### src/hdl/udrb_pkg.sv
// ----------------------------------------------------------------------------
// udrb_pkg
// Shared types and codes for the dual ring buffer uart core.
// ----------------------------------------------------------------------------
package udrb_pkg;

  localparam int unsigned FUNC_W = 3;
  localparam int unsigned DATA_W = 8;

  typedef enum logic [FUNC_W-1:0] {
    FUNC_RX_BYTE  = 3'd0,
    FUNC_TX_EMPTY = 3'd1,
    FUNC_SEND     = 3'd2,
    FUNC_READ     = 3'd3,
    FUNC_CLEAR    = 3'd4
  } func_e;

  typedef enum logic [1:0] {
    ST_IDLE,
    ST_EXEC,
    ST_DONE
  } ctrl_state_e;

  // command group from controller to datapath
  typedef struct packed {
    logic load;
    logic exec;
    logic done;
  } ctrl_cmd_t;

endpackage

### src/hdl/udrb_ctrl.sv
// ----------------------------------------------------------------------------
// udrb_ctrl
// Sequencer: capture a command, execute it, strobe the result.
// ----------------------------------------------------------------------------
module udrb_ctrl import udrb_pkg::*; (
  input  logic      clk_i,
  input  logic      rst_ni,
  input  logic      start_i,
  output logic      busy_o,
  output ctrl_cmd_t cmd_o
);

  ctrl_state_e state_q, state_d;

  always_ff @(posedge clk_i or negedge rst_ni) begin
    if (!rst_ni) begin
      state_q <= ST_IDLE;
    end else begin
      state_q <= state_d;
    end
  end

  always_comb begin
    state_d = state_q;
    unique case (state_q)
      ST_IDLE: begin
        if (start_i) state_d = ST_EXEC;
      end
      ST_EXEC: begin
        state_d = ST_DONE;
      end
      ST_DONE: begin
        // a new command may be taken while the result is shown
        state_d = start_i ? ST_EXEC : ST_IDLE;
      end
      default: begin
        state_d = ST_IDLE;
      end
    endcase
  end

  always_comb begin
    busy_o     = (state_q == ST_EXEC);
    cmd_o.load = start_i && (state_q != ST_EXEC);
    cmd_o.exec = (state_q == ST_EXEC);
    cmd_o.done = (state_q == ST_DONE);
  end

endmodule

### src/hdl/udrb_fifo.sv
// ----------------------------------------------------------------------------
// udrb_fifo
// Power-of-two byte ring buffer with wrap-bit counters and registered read.
// ----------------------------------------------------------------------------
module udrb_fifo import udrb_pkg::*; #(
  parameter int unsigned DEPTH = 16,
  localparam int unsigned AW = $clog2(DEPTH)
) (
  input  logic              clk_i,
  input  logic              rst_ni,
  input  logic              push_i,
  input  logic              pop_i,
  input  logic              clear_i,
  input  logic [DATA_W-1:0] wdata_i,
  output logic [DATA_W-1:0] rdata_o,
  output logic [AW:0]       level_o,
  output logic              full_o,
  output logic              empty_o
);

  logic [DATA_W-1:0] mem [DEPTH];
  logic [AW:0]       head_q, head_d;
  logic [AW:0]       tail_q, tail_d;
  logic [DATA_W-1:0] rdata_q;

  always_comb begin
    head_d = head_q;
    tail_d = tail_q;
    if (clear_i) begin
      head_d = '0;
      tail_d = '0;
    end else begin
      if (push_i) head_d = head_q + {{AW{1'b0}}, 1'b1};
      if (pop_i)  tail_d = tail_q + {{AW{1'b0}}, 1'b1};
    end
  end

  always_ff @(posedge clk_i or negedge rst_ni) begin
    if (!rst_ni) begin
      head_q <= '0;
      tail_q <= '0;
    end else begin
      head_q <= head_d;
      tail_q <= tail_d;
    end
  end

  always_ff @(posedge clk_i) begin
    if (push_i) mem[head_q[AW-1:0]] <= wdata_i;
    if (pop_i)  rdata_q <= mem[tail_q[AW-1:0]];
  end

  // counters wrap at twice the depth, so the difference is the fill level
  assign level_o = head_q - tail_q;
  assign full_o  = level_o[AW];
  assign empty_o = (level_o == '0);
  assign rdata_o = rdata_q;

endmodule

### src/hdl/udrb_datapath.sv
// ----------------------------------------------------------------------------
// udrb_datapath
// Command register, both ring buffers, transmit restart logic and results.
// ----------------------------------------------------------------------------
module udrb_datapath import udrb_pkg::*; #(
  parameter int unsigned RX_DEPTH = 16,
  parameter int unsigned TX_DEPTH = 16,
  localparam int unsigned RX_AW = $clog2(RX_DEPTH),
  localparam int unsigned TX_AW = $clog2(TX_DEPTH)
) (
  input  logic              clk_i,
  input  logic              rst_ni,
  input  ctrl_cmd_t         cmd_i,
  input  logic [FUNC_W-1:0] func_i,
  input  logic [DATA_W-1:0] data_i,
  output logic              status_o,
  output logic [DATA_W-1:0] read_data_o,
  output logic              line_tx_valid_o,
  output logic [DATA_W-1:0] line_tx_data_o,
  output logic              tx_irq_enable_o,
  output logic [RX_AW:0]    rx_level_o,
  output logic [TX_AW:0]    tx_level_o
);

  logic [FUNC_W-1:0] func_q;
  logic [DATA_W-1:0] data_q;

  logic rx_push, rx_pop, tx_push, tx_pop, clear;
  logic rx_full, rx_empty, tx_full, tx_empty;
  logic [DATA_W-1:0] rx_rdata, tx_rdata;

  logic restart_q, restart_d;
  logic irq_q, irq_d;
  logic status_q, status_d;
  logic rd_ok_q, rd_ok_d;
  logic tx_ok_q, tx_ok_d;

  always_ff @(posedge clk_i) begin
    if (cmd_i.load) begin
      func_q <= func_i;
      data_q <= data_i;
    end
  end

  always_comb begin
    rx_push   = 1'b0;
    rx_pop    = 1'b0;
    tx_push   = 1'b0;
    tx_pop    = 1'b0;
    clear     = 1'b0;
    restart_d = restart_q;
    irq_d     = irq_q;
    status_d  = status_q;
    rd_ok_d   = rd_ok_q;
    tx_ok_d   = tx_ok_q;
    if (cmd_i.exec) begin
      status_d = 1'b0;
      rd_ok_d  = 1'b0;
      tx_ok_d  = 1'b0;
      unique case (func_q)
        FUNC_RX_BYTE: begin
          if (rx_full) status_d = 1'b1;
          else         rx_push  = 1'b1;
        end
        FUNC_TX_EMPTY: begin
          if (!tx_empty) begin
            tx_pop    = 1'b1;
            tx_ok_d   = 1'b1;
            restart_d = 1'b0;
          end else begin
            // nothing queued: park the transmitter until the next send
            restart_d = 1'b1;
            irq_d     = 1'b0;
          end
        end
        FUNC_SEND: begin
          if (tx_full) begin
            status_d = 1'b1;
          end else begin
            tx_push = 1'b1;
            if (restart_q) begin
              restart_d = 1'b0;
              irq_d     = 1'b1;
            end
          end
        end
        FUNC_READ: begin
          if (rx_empty) begin
            status_d = 1'b1;
          end else begin
            rx_pop  = 1'b1;
            rd_ok_d = 1'b1;
          end
        end
        FUNC_CLEAR: begin
          clear     = 1'b1;
          restart_d = 1'b1;
        end
        default: begin
        end
      endcase
    end
  end

  always_ff @(posedge clk_i or negedge rst_ni) begin
    if (!rst_ni) begin
      restart_q <= 1'b1;
      irq_q     <= 1'b0;
      status_q  <= 1'b0;
      rd_ok_q   <= 1'b0;
      tx_ok_q   <= 1'b0;
    end else begin
      restart_q <= restart_d;
      irq_q     <= irq_d;
      status_q  <= status_d;
      rd_ok_q   <= rd_ok_d;
      tx_ok_q   <= tx_ok_d;
    end
  end

  udrb_fifo #(
    .DEPTH (RX_DEPTH)
  ) u_rx_fifo (
    .clk_i   (clk_i),
    .rst_ni  (rst_ni),
    .push_i  (rx_push),
    .pop_i   (rx_pop),
    .clear_i (clear),
    .wdata_i (data_q),
    .rdata_o (rx_rdata),
    .level_o (rx_level_o),
    .full_o  (rx_full),
    .empty_o (rx_empty)
  );

  udrb_fifo #(
    .DEPTH (TX_DEPTH)
  ) u_tx_fifo (
    .clk_i   (clk_i),
    .rst_ni  (rst_ni),
    .push_i  (tx_push),
    .pop_i   (tx_pop),
    .clear_i (clear),
    .wdata_i (data_q),
    .rdata_o (tx_rdata),
    .level_o (tx_level_o),
    .full_o  (tx_full),
    .empty_o (tx_empty)
  );

  assign status_o        = status_q;
  assign read_data_o     = rd_ok_q ? rx_rdata : '0;
  assign line_tx_valid_o = tx_ok_q;
  assign line_tx_data_o  = tx_ok_q ? tx_rdata : '0;
  assign tx_irq_enable_o = irq_q;

endmodule

### src/hdl/uart_dual_ring_buffer_core.sv
// ----------------------------------------------------------------------------
// uart_dual_ring_buffer_core
// Receive and transmit byte ring buffers with transmit interrupt restart.
// ----------------------------------------------------------------------------
// A command (func_i, data_i) is taken when start_i is high and busy_o is low.
// The next cycle executes it against the buffers, with a registered memory
// read for pops, and the cycle after that shows the result for exactly one
// cycle with done_o high; the receiver cannot stall it. busy_o is high only
// in the execute cycle, so a new command can be given while a result is
// shown but is held off by busy_o while a command executes. tx_irq_enable_o
// and the level ports are valid with done_o and hold until the next command
// executes. RX_DEPTH and TX_DEPTH must be powers of two.
module uart_dual_ring_buffer_core import udrb_pkg::*; #(
  parameter int unsigned RX_DEPTH = 16,
  parameter int unsigned TX_DEPTH = 16
) (
  input  logic                       clk_i,
  input  logic                       rst_ni,
  input  logic                       start_i,
  output logic                       busy_o,
  input  logic [FUNC_W-1:0]          func_i,
  input  logic [DATA_W-1:0]          data_i,
  output logic                       done_o,
  output logic                       status_o,
  output logic [DATA_W-1:0]          read_data_o,
  output logic                       line_tx_valid_o,
  output logic [DATA_W-1:0]          line_tx_data_o,
  output logic                       tx_irq_enable_o,
  output logic [$clog2(RX_DEPTH):0]  rx_level_o,
  output logic [$clog2(TX_DEPTH):0]  tx_level_o
);

  ctrl_cmd_t cmd;

  udrb_ctrl u_ctrl (
    .clk_i   (clk_i),
    .rst_ni  (rst_ni),
    .start_i (start_i),
    .busy_o  (busy_o),
    .cmd_o   (cmd)
  );

  udrb_datapath #(
    .RX_DEPTH (RX_DEPTH),
    .TX_DEPTH (TX_DEPTH)
  ) u_datapath (
    .clk_i           (clk_i),
    .rst_ni          (rst_ni),
    .cmd_i           (cmd),
    .func_i          (func_i),
    .data_i          (data_i),
    .status_o        (status_o),
    .read_data_o     (read_data_o),
    .line_tx_valid_o (line_tx_valid_o),
    .line_tx_data_o  (line_tx_data_o),
    .tx_irq_enable_o (tx_irq_enable_o),
    .rx_level_o      (rx_level_o),
    .tx_level_o      (tx_level_o)
  );

  assign done_o = cmd.done;

`ifndef SYNTHESIS
  // every accepted command is followed by its execute cycle and then a result
  assert property (@(posedge clk_i) disable iff (!rst_ni)
    (start_i && !busy_o) |=> busy_o ##1 done_o)
    else $error("accepted command did not produce a result");

  assert property (@(posedge clk_i) disable iff (!rst_ni)
    done_o |=> !done_o)
    else $error("result strobe held for more than one cycle");

  assert property (@(posedge clk_i) disable iff (!rst_ni)
    (rx_level_o <= ($clog2(RX_DEPTH)+1)'(RX_DEPTH)) &&
    (tx_level_o <= ($clog2(TX_DEPTH)+1)'(TX_DEPTH)))
    else $error("fifo level beyond depth");

  // after a byte goes to the line, the transmit fifo level is below full
  assert property (@(posedge clk_i) disable iff (!rst_ni)
    (done_o && line_tx_valid_o) |-> (tx_level_o < ($clog2(TX_DEPTH)+1)'(TX_DEPTH)))
    else $error("line byte sent from a full transmit fifo");
`endif

endmodule
### config.mk
export PLATFORM = sky130hd
export DESIGN_NAME = uart_dual_ring_buffer_core
export DESIGN_NICKNAME = d
export VERILOG_FILES = /design/src/hdl/udrb_pkg.sv /design/src/hdl/udrb_ctrl.sv /design/src/hdl/udrb_fifo.sv /design/src/hdl/udrb_datapath.sv /design/src/hdl/uart_dual_ring_buffer_core.sv
export SDC_FILE = /design/constraint.sdc
export NUM_CORES = 1
export LEC_CHECK = 0
export BUFFER_PORTS_ARGS = -buffer_cell sky130_fd_sc_hd__buf_4
export CAP_MARGIN = 20
export CORE_ASPECT_RATIO = 0.7
export CORE_MARGIN = 5
export CORE_UTILIZATION = 56
export CTS_CLUSTER_DIAMETER = 30
export DETAILED_ROUTE_END_ITERATION = 6
export GPL_TIMING_DRIVEN = 0
export PLACE_DENSITY = 0.75
export SYNTH_ARGS = -nofsm -noshare
export SYNTH_HDL_FRONTEND = slang
export SYNTH_HIERARCHICAL = 1
export SYNTH_SLANG_ARGS = --single-unit
### constraint.sdc
create_clock -name clk_i -period 3.6 [get_ports clk_i]
set_input_delay 0 -clock clk_i [delete_from_list [all_inputs] [get_ports clk_i]]
set_output_delay 0 -clock clk_i [all_outputs]
set_load 0.005 [all_outputs]
==> results of run 1 <==
-- logic make-up after synthesis --
| family | share of synthesized area |
|---|---|
| XOR/XNOR | 0.01507 |
| adder cells (fa/ha/maj) | 0.02075 |
| AND/OR/NAND/NOR | 0.04971 |
| AO/OA/AOI/OAI | 0.04247 |
| flip-flops | 0.7176 |
| multiplexers | 0.1260 |
| buffers and inverters | 0.02838 |
-- worst max-delay path, delay by kind of cell, from the launching register on --
kind                       cells  cell delay, ns
xor gates and xnor gates       1            0.20
adders and majority gates      1            0.43
DFF                            1            0.37
buffers and inverters          5            1.05
and+or+nand+nor                3            0.81
AOI/OAI and AO/OA              2            0.36
-- routing by layer --
layer | part of all wire | GRT usage | up-vias
met5 | 0 | 0 | -
met4 | 0.018 | 0.05502 | 0
met3 | 0.078 | 0.05903 | 48
met2 | 0.47 | 0.3300 | 257
met1 | 0.43 | 0.3084 | 3582
li1 | - | - | 2989
-- final cells by class --
class                      instances  share of cell area
tap                              312             0.02463
buffer                            38             0.02052
timing repair buffer              86             0.05257
inverter                          16            0.003788
multi-input combinational        329              0.2251
clock buffer                      53             0.07293
clock inverter                    27             0.02170
sequential                       310              0.5788
-- how the worst max path moves through the flow --
stage | slack [ns] | depth (start not counted) | end | start
after detailed placement | -1.0 | 11 | u_datapath/u_tx_fifo/mem[1][3]$_DFFE_PP_ | u_datapath/u_tx_fifo/tail_q[1]$_DFFE_PN0P_
after floorplan | 0.10 | 11 | u_datapath/u_tx_fifo/mem[3][0]$_DFFE_PP_ | u_datapath/u_tx_fifo/tail_q[1]$_DFFE_PN0P_
after CTS | -0.01 | 11 | u_datapath/u_rx_fifo/mem[10][5]$_DFFE_PP_ | u_datapath/u_rx_fifo/tail_q[1]$_DFFE_PN0P_
after global routing | -0.05 | 12 | u_datapath/u_rx_fifo/mem[0][0]$_DFFE_PP_ | u_datapath/u_rx_fifo/tail_q[1]$_DFFE_PN0P_
final | 0.08 | 12 | u_datapath/u_rx_fifo/mem[0][0]$_DFFE_PP_ | u_datapath/u_rx_fifo/tail_q[1]$_DFFE_PN0P_
after global placement | -0.76 | 11 | u_datapath/u_tx_fifo/mem[3][6]$_DFFE_PP_ | u_datapath/u_tx_fifo/tail_q[1]$_DFFE_PN0P_
-- flip-flops by register name, summed over array words and instances (netlist names) --
name                          count
u_ctrl/state_q                    2
u_datapath/data_q                 8
u_datapath/func_q                 3
u_datapath/line_tx_valid_o        1
u_datapath/rd_ok_q                1
u_datapath/restart_q              1
u_datapath/status_o               1
u_datapath/tx_irq_enable_o        1
u_datapath/u_rx_fifo/head_q       5
u_datapath/u_rx_fifo/mem        128
u_datapath/u_rx_fifo/rdata_o      8
u_datapath/u_rx_fifo/tail_q       5
u_datapath/u_tx_fifo/head_q       5
u_datapath/u_tx_fifo/mem        128
u_datapath/u_tx_fifo/rdata_o      8
u_datapath/u_tx_fifo/tail_q       5
-- repair_timing --
| item | CTS | global route |
|---|---|---|
| hold buffers | 15 | 0 |
| endpoints found under the hold margin | 39 | 0 |
| endpoints found under the setup margin | 272 | 232 |
| buffers inserted | 11 | 4 |
| resized for setup | 72 | 18 |
| pin swaps | 6 | 3 |
-- report_power, final --
| part | internal [uW] | switching [uW] |
|---|---|---|
| clock network | 2750 | 1550 |
| registers | 4040 | 113 |
| logic | 1100 | 1050 |
| total | 7900 | 2710 |
-- cell usage after synthesis, types with 7 or more instances --
cell type	number
mux4_2	48
xnor2_1	14
nor2b_1	7
nand2_1	15
and2_1	20
xor2_1	8
dfrtp_1	26
o21ai_1	34
clkbuf_1	8
nand2b_1	7
mux2i_1	53
a221oi_2	16
inv_1	10
nor2_1	46
buf_2	17
nor3_1	8
edfxtp_1	283
ha_1	18
-- per-stage QoR --
step	std cells	utilization	TNS [ns]
final	1171	0.7026	0
after global routing	1171	0.7026	-0.5200
after CTS	1163	0.6939	-0.1087
after detailed placement	1057	0.6034	-140.76
after global placement	1049	0.5987	-111.63
after floorplan	693	-	0
==> run metrics, run 1 <==
WP data arrival=3.75 ns; global-route wire length before repair=approximately 42000 um; kind of critical path=register to register; io pins=between 40 and 50; synth warn=6; WHS=approximately 0.22 ns; flip-flop and latch count after synthesis=310; CTS tree=built; DP HPWL=between 15000 and 20000 um; total global routing overflow=0; largest net degree at the start of global routing=33; post-route ant nets=0; area of the die=approximately 26000 um2; final instance area=about 16000 um2; Slew headroom=0.2910; most frequent cells in the layout=edfxtp_1, buf_4, mux2i_1; Tcrit/Tclk final=0.9764; clock sinks=310; r2r setup slk=between 0.08 and 0.09 ns; row count=46; layout cells sized above 1=0.3469; pwr dens=between 600 and 700 nW/um2; Setup crit end kind=register; CP max-delay cell=fa_1; Total Nets Final=around 860; die width=190.6 um; area of the multi-input gates=roughly 3600 um2; routed via count=around 6900; final-layout fill cell count=around 1300; Port-buffer cells=44; distinct cell type count after synthesis=44; worst flop-to-flop path startpoint=u_datapath/u_rx_fifo/tail_q[1]$_DFFE_PN0P_; DRC viols=0; Worst Hold Depth=2; initial antenna violation count=0; area of the mapped netlist=approximately 13000 um2; EDFF count, synth=about 280; largest area contributor in the netlist=edfxtp_1; Detailed Routing Iterations Pass 1=5; minimum clock period=between 3 and 4 ns; clock slew at reported path FFs=roughly 0.060 ns; worst hold path startpoint=func_i[0]; CTS buffer count=44; Syn Inst Count=693; most common cell after layout, fill and taps aside=edfxtp_1; worst min-delay path class=input pin to register; cell chain of the critical path=buf_2 > buf_6 > inv_2 > fa_1 > a21o_1 > a21oi_1 > xnor2_1 > nor4_2 > clkbuf_4 > nand2_2 > nor3_4 > buf_4; sequential fraction of the synthesis area=0.7176; Avg Inst Size Synth=approximately 18 um2; syn_nets=between 700 and 800; initial drt markers=approximately 630; Max Clock Skew=~0.012 ns; P_leak=0.005434 uW; pre-CTS WS=-0.9965 ns; final setup vio count=0; Pins Over Slew Limit=0; worst hold endpoint=u_datapath/func_q[0]$_DFFE_PP_; register area=9175 um2; antenna cell count=0; status=complete, no violations; H-tree depth=2; Required @ worst endpoint=around 3.8 ns; Hold Fails Final Rpt=0; die height=136.4 um; Placed Instance Area=between 10000 and 15000 um2; Clock Path Buffers=3; CP max stage delay=between 0.4 and 0.5 ns; CP Launch Type=register; worst-path fanout max=10; final wirelength=about 27000 um; Worst Max-Slew Pin Slew=1.064 ns; fmax=approximately 0.28 GHz; Root Buffer=clkbuf_16; vias per inst=between 5 and 6; Power Total=roughly 11000 uW; Routed WL per cell=roughly 23 um; Synth area leaders=edfxtp_1, mux4_2, dfrtp_1; worst vdd ir=around 0.45 mV; RePlAce Congestion=0.8543; R2R cell count=12; Critical R2R Capture=u_datapath/u_rx_fifo/mem[0][0]$_DFFE_PP_; Synth Flop Type=edfxtp_1; top cell type's share of synthesized area=0.6646; Starting Density=0.5667; Setup WS post-layout=roughly 0.085 ns; max-cap viol count=0; GRT Resource Usage Total=0.2140; ys async rst share=0.08710; clk_lat worst skew=approximately 0.52 ns; number of global-route vias before repair=~7000; Synth-to-Final Area Change=23.98%; core box area=22560 um2
(Power assumes the default switching activity.)
==> inputs of run 2 (changes only) <==
--- a/config.mk
+++ b/config.mk
@@ -13,2 +13,3 @@
 export CTS_CLUSTER_DIAMETER = 30
+export CTS_CLUSTER_SIZE = 28
 export DETAILED_ROUTE_END_ITERATION = 6
@@ -16,2 +17,3 @@
 export PLACE_DENSITY = 0.75
+export REMOVE_ABC_BUFFERS = 1
 export SYNTH_ARGS = -nofsm -noshare
--- a/constraint.sdc
+++ b/constraint.sdc
@@ -3,2 +3,2 @@
 set_output_delay 0 -clock clk_i [all_outputs]
-set_load 0.005 [all_outputs]
+set_load 0.1 [all_outputs]
==> run 2 against run 1 <==
Net effect: global-route usage is 0.089 points higher; design area is 1.8% lower; power is 9.4% higher; first-iteration DRC count is 54% higher.
==> run metrics, run 2 (same netlist as run 1, synthesis figures left out) <==
cell chain of the critical path=inv_1 > ha_1 > inv_1 > fa_1 > a21o_1 > a21oi_1 > xnor2_2 > a2111oi_2 > nand4bb_1 > nor2_4 > buf_4 > nand3_1 > xnor2_1 > nor2_1 (was buf_2 > buf_6 > inv_2 > fa_1 > a21o_1 > a21oi_1 > xnor2_1 > nor4_2 > clkbuf_4 > nand2_2 > nor3_4 > buf_4); CTS buffer count=43 (was 44); final-layout fill cell count=1357 (was 1316); total global routing overflow=0 (unchanged); Top Family by Delay on Critical Path=compound AO/OA/AOI/OAI gates (was buffers and inverters); worst vdd ir=0.8959 mV (was 0.4466 mV); vias per inst=6.131 (was 5.872); Tcrit/Tclk final=0.9897 (was 0.9764); Max Clock Skew=0.01920 ns (was 0.01176 ns); GRT Resource Usage Total=0.2149 (was 0.2140); Combinational Power Share=0.251 (was 0.202); die width=190.6 um (unchanged); Placed Instance Area=13280 um2 (was 13610 um2); pwr dens=745.3 nW/um2 (was 669.0 nW/um2); Starting Density=0.5667 (unchanged); initial drt markers=961 (was 625); CP max-delay cell=dfrtp_1 (was fa_1); fmax=0.2807 GHz (was 0.2845 GHz); global-route wire length before repair=41540 um (was 41630 um); CP Launch Type=register (unchanged); clock sinks=310 (unchanged); DP HPWL=16380 um (was 17180 um); final setup vio count=0 (unchanged); Pins Over Slew Limit=0 (unchanged); initial antenna violation count=0 (unchanged); antenna cell count=0 (unchanged); RePlAce Congestion=0.8223 (was 0.8543); clock slew at reported path FFs=0.05 ns (was 0.06 ns); r2r setup slk=0.04 ns (was 0.08 ns); max-cap viol count=0 (unchanged); largest net degree at the start of global routing=33 (unchanged); clock power share=0.381 (was 0.406); routed via count=6934 (was 6876); status=complete, no violations (unchanged); DRC viols=0 (unchanged); post-route ant nets=0 (unchanged); sequential power share=0.368 (was 0.392); Clock Path Buffers=3 (unchanged); worst min-delay path class=input pin to register (unchanged); final wirelength=28370 um (was 27400 um); Port-buffer cells=44 (unchanged); layout cells sized above 1=0.3297 (was 0.3469); Worst Max-Slew Pin Slew=1.051 ns (was 1.064 ns); CP max stage delay=0.44 ns (was 0.43 ns); most frequent cells in the layout=edfxtp_1, buf_4, mux2i_1 (unchanged); Setup WS post-layout=0.03702 ns (was 0.08497 ns); area of the die=26000 um2 (unchanged); Power Internal=7879 uW (was 7898 uW); WP data arrival=3.96 ns (was 3.75 ns); number of global-route vias before repair=6873 (was 7030); met1 Track Usage GR=0.3147 (was 0.3084); Buf/Inv on CP=3 (was 5); worst-path fanout max=11 (was 10); Hold Fails Final Rpt=0 (unchanged); Most common cell on crit path=inv_1; Detailed Routing Iterations Pass 1=6 (was 5); die height=136.4 um (unchanged); row count=46 (unchanged); grt met2 use=0.3359 (was 0.3300); minimum clock period=3.563 ns (was 3.515 ns); Synth-to-Final Area Change=21.80% (was 23.98%); io pins=45 (unchanged); Routed WL per cell=25.08 um (was 23.40 um); kind of critical path=register to register (unchanged); Root Buffer=clkbuf_16 (unchanged); Setup TNS Final=0 ns (unchanged); P_leak=0.005244 uW (was 0.005434 uW); CTS tree=built (unchanged); H-tree depth=2 (unchanged); met3 Resource Use GR=0.04492 (was 0.05903); core box area=22560 um2 (unchanged); most common cell after layout, fill and taps aside=edfxtp_1 (unchanged); final instance area=15570 um2 (was 15850 um2); Setup crit end kind=register (unchanged); clk_lat worst skew=0.53 ns (was 0.52 ns); Total Nets Final=818 (was 859); sw frac=0.3212 (was 0.2552); Slew headroom=0.2981 (was 0.2910); net load switching power=3728 uW (was 2707 uW); Required @ worst endpoint=4.00 ns (was 3.83 ns); GRT busiest layer=met2 (unchanged); pre-CTS WS=-1.006 ns (was -0.9965 ns)
run 2: cell type report:
class                      count  area, um2  share of cell area
clock buffer                  46       1109             0.07118
inverter                      16      60.06            0.003856
clock inverter                34      429.2             0.02756
tap                          312      390.4             0.02507
timing repair buffer          84      879.6             0.05648
multi-input combinational    329       3516              0.2258
sequential                   310       9190              0.5901
run 2: routing by layer:
metal  share of wire  wire length, um
met4           0.017              493
met3           0.090             2542
met5               0                0
met2            0.49            13790
met1            0.41            11540
run 2: what timing repair did:
action,in CTS,in global routing
endpoints found under the hold margin,50,0
hold buffers,15,0
gates resized for setup,53,18
endpoints found under the setup margin,263,241
pin swaps,3,2
setup buffers,8,3
run 2: worst reg2reg max path: cells and delay by family, from the launching register on:
kind,cells,cell delay (ns)
xor gates and xnor gates,2,0.39
DFF,1,0.44
AOI/OAI and AO/OA,3,1.01
and+or+nand+nor,4,0.55
adders and majority gates,2,0.62
buffers and inverters,3,0.43
run 2: per-stage QoR:
stage | utilization | total power [uW] | hold WS, ns | cells
final | 0.6903 | 11610 | 0.1961 | 1131
after global routing | 0.6903 | 12000 | 0.2006 | 1131
after CTS | 0.6762 | 11500 | 0.1765 | 1120
after detailed placement | 0.5887 | 7053 | -0.06111 | 1017
after global placement | 0.5852 | 6988 | -0.07028 | 1011
after floorplan | - | 6388 | -0.2956 | 655
run 2: power groups by stage:
stage | logic (uW) | clock network, uW | registers [uW]
floorplan | 1950 | 0 | 4440
global placement | 2470 | 0 | 4520
detailed placement | 2650 | 0 | 4400
CTS | 2700 | 4460 | 4340
global route | 3040 | 4670 | 4290
finish | 2910 | 4420 | 4270
run 2: final timing paths:
kind                                                             from                                         end  cells past startpoint
min reg2reg                             u_ctrl/state_q[0]$_DFFE_PN0P_               u_ctrl/state_q[0]$_DFFE_PN0P_                      1
min in group asynchronous                                      rst_ni             u_datapath/status_o$_DFFE_PN0P_                      4
min                                                         data_i[7]              u_datapath/data_q[7]$_DFFE_PP_                      2
max reg2reg                u_datapath/u_rx_fifo/head_q[0]$_DFFE_PN0P_  u_datapath/u_rx_fifo/tail_q[3]$_DFFE_PN0P_                     14
max                        u_datapath/u_rx_fifo/head_q[0]$_DFFE_PN0P_  u_datapath/u_rx_fifo/tail_q[3]$_DFFE_PN0P_                     14
max in group asynchronous                                      rst_ni  u_datapath/u_rx_fifo/tail_q[1]$_DFFE_PN0P_                      4
==> inputs of run 3 (changes only) <==
--- a/config.mk
+++ b/config.mk
@@ -10,3 +10,2 @@
 export CORE_ASPECT_RATIO = 0.7
-export CORE_MARGIN = 5
 export CORE_UTILIZATION = 56
==> constraint.sdc (replaced) <==
create_clock -name clk_i -period 3.6 [get_ports clk_i]
set_input_delay 0.72 -clock clk_i [delete_from_list [all_inputs] [get_ports clk_i]]
set_output_delay 0.72 -clock clk_i [all_outputs]
set_load 0.1 [all_outputs]
==> run 3 against run 2 <==
Net effect: final cell count down 0.88%; global-route usage rose by 3.0 points; sequential power is essentially flat; flip-flop and latch count did not move; utilization rose by 0.98 points; via count is 2.3% lower; largest power group unchanged; first-iteration DRC count shrank 18%; largest cell class unchanged.
==> run metrics, run 3 (same netlist as run 1, synthesis figures left out) <==
Slew headroom=0.2726 (was 0.2981); GRT Resource Usage Total=0.2445 (was 0.2149); CTS buffer count=43 (unchanged); Clock Path Buffers=3 (unchanged); routed via count=6774 (was 6934); minimum clock period=3.515 ns (was 3.563 ns); Worst Max-Slew Pin Slew=1.091 ns (was 1.051 ns); P_leak=0.005240 uW (was 0.005244 uW); Routed WL per cell=25.13 um (was 25.08 um); Max Clock Skew=0.02083 ns (was 0.01920 ns); Placed Instance Area=13300 um2 (was 13280 um2); pre-CTS WS=-1.114 ns (was -1.006 ns); most frequent cells in the layout=edfxtp_1, buf_4, mux2i_1 (unchanged); layout cells sized above 1=0.3407 (was 0.3297); Setup WS post-layout=0.08522 ns (was 0.03702 ns); worst flop-to-flop path startpoint=u_datapath/u_tx_fifo/tail_q[1]$_DFFE_PN0P_ (was u_datapath/u_rx_fifo/head_q[0]$_DFFE_PN0P_); final wirelength=28170 um (was 28370 um); Most common cell on crit path=buf_4 (was inv_1); total global routing overflow=0 (unchanged); Tcrit/Tclk final=0.9763 (was 0.9897); Starting Density=0.5808 (was 0.5667); DRC viols=0 (unchanged); clock sinks=310 (unchanged); RePlAce Congestion=0.8289 (was 0.8223); Total Nets Final=815 (was 818); global-route wire length before repair=41350 um (was 41540 um); CP max-delay cell=dfrtp_2 (was dfrtp_1); status=complete, no violations (unchanged); initial antenna violation count=0 (unchanged); DP HPWL=16560 um (was 16380 um); fmax=0.2845 GHz (was 0.2807 GHz); clk_lat worst skew=0.54 ns (was 0.53 ns); number of global-route vias before repair=6845 (was 6873); die width=182.6 um (was 190.6 um); pwr dens=756.7 nW/um2 (was 745.3 nW/um2); Pins Over Slew Limit=0 (unchanged); H-tree depth=2 (unchanged); final instance area=15410 um2 (was 15570 um2); kind of critical path=register to register (unchanged); clock slew at reported path FFs=0.05 ns (about the same); Synth-to-Final Area Change=20.53% (was 21.80%); Setup crit end kind=register (unchanged); Root Buffer=clkbuf_16 (unchanged); Required @ worst endpoint=3.76 ns (was 4.00 ns); max-cap viol count=0 (unchanged); area of the die=23450 um2 (was 26000 um2); CP max stage delay=0.72 ns (was 0.44 ns); R2R cell count=10 (was 14); vias per inst=6.043 (was 6.131); initial drt markers=789 (was 961); Detailed Routing Iterations Pass 1=5 (was 6); Hold Fails Final Rpt=0 (unchanged); CP Launch Type=register (unchanged); core box area=22010 um2 (was 22560 um2); Port-buffer cells=44 (unchanged); row count=45 (was 46); most common cell after layout, fill and taps aside=edfxtp_1 (unchanged); r2r setup slk=0.09 ns (was 0.04 ns); worst-path fanout max=21 (was 11); Final Util=0.7000 (was 0.6903); CTS tree=built (unchanged); largest net degree at the start of global routing=33 (unchanged); post-route ant nets=0 (unchanged); final setup vio count=0 (unchanged); antenna cell count=0 (unchanged); cell chain of the critical path=inv_2 > fa_1 > a21o_1 > a21oi_1 > xnor2_2 > buf_4 > nor4_4 > buf_4 > nand2_1 > nor2_2 (was inv_1 > ha_1 > inv_1 > fa_1 > a21o_1 > a21oi_1 > xnor2_2 > a2111oi_2 > nand4bb_1 > nor2_4 > buf_4 > nand3_1 > xnor2_1 > nor2_1); die height=128.4 um (was 136.4 um); WP data arrival=3.68 ns (was 3.96 ns); io pins=45 (unchanged); worst min-delay path class=input pin to async pin (was input pin to register); crit path from=u_datapath/u_tx_fifo/tail_q[1]$_DFFE_PN0P_ (was u_datapath/u_rx_fifo/head_q[0]$_DFFE_PN0P_); worst vdd ir=0.9191 mV (was 0.8959 mV)
## run 3: worst max-delay path: cells and delay by family, from the launching register on
family	cells	cell delay (ns)
AO/OA/AOI/OAI	2	0.47
XOR/XNOR	1	0.16
adder cells (fa/ha/maj)	1	0.45
buffers and inverters	3	0.47
flip-flops	1	0.72
AND/OR/NAND/NOR	3	0.85
## run 3: metal layers
metal	track usage	part of all wire
met3	0.05095	0.091
met1	0.3643	0.42
met5	0	0
met4	0.07662	0.019
met2	0.3675	0.47
## run 3: worst paths after layout
path                                                              end
max in group asynchronous  u_datapath/u_rx_fifo/tail_q[2]$_DFFE_PN0P_
min in group clk_i                     u_datapath/func_q[2]$_DFFE_PP_
setup reg to reg             u_datapath/u_tx_fifo/mem[5][6]$_DFFE_PP_
setup / recovery             u_datapath/u_tx_fifo/mem[5][6]$_DFFE_PP_
hold / removal                          u_ctrl/state_q[1]$_DFFE_PN0P_
hold reg to reg                         u_ctrl/state_q[1]$_DFFE_PN0P_
## run 3: repair_timing
item                                    in CTS  in global routing
setup buffers                                8                 14
endpoints found under the setup margin     282                257
resized for setup                           53                  6
hold buffers                                 0                  0
pin swaps                                    2                  3
## run 3: per-stage QoR
stage / cells / total power [uW] / hold slack, ns / setup TNS (ns)
2_1_floorplan: 655 / 6388 / 0.4244 / -528.06
3_3_place_gp: 1004 / 6972 / 0.4497 / -626.31
3_5_place_dp: 1013 / 7048 / 0.4828 / -217.84
4_1_cts: 1101 / 11550 / 0.09935 / -4.660
5_1_grt: 1121 / 11990 / 0.1112 / -0.4183
6_report: 1121 / 11660 / 0.09693 / 0
## run 3: area by class of cell
type                       count  area, um2
clock buffer                  53       1196
fill                        1298       6604
multi-input combinational    329       3453
timing repair buffer          81      780.7
clock inverter                27      349.1
tap                          305      381.6
sequential                   310       9190
inverter                      16      60.06
## run 3: power by group
| part | internal [uW] | switching (uW) | leakage [uW] |
|---|---|---|---|
| clock network | 2830 | 1600 | 0.000743 |
| logic | 1040 | 1950 | 0.00159 |
| registers | 4050 | 193 | 0.00290 |
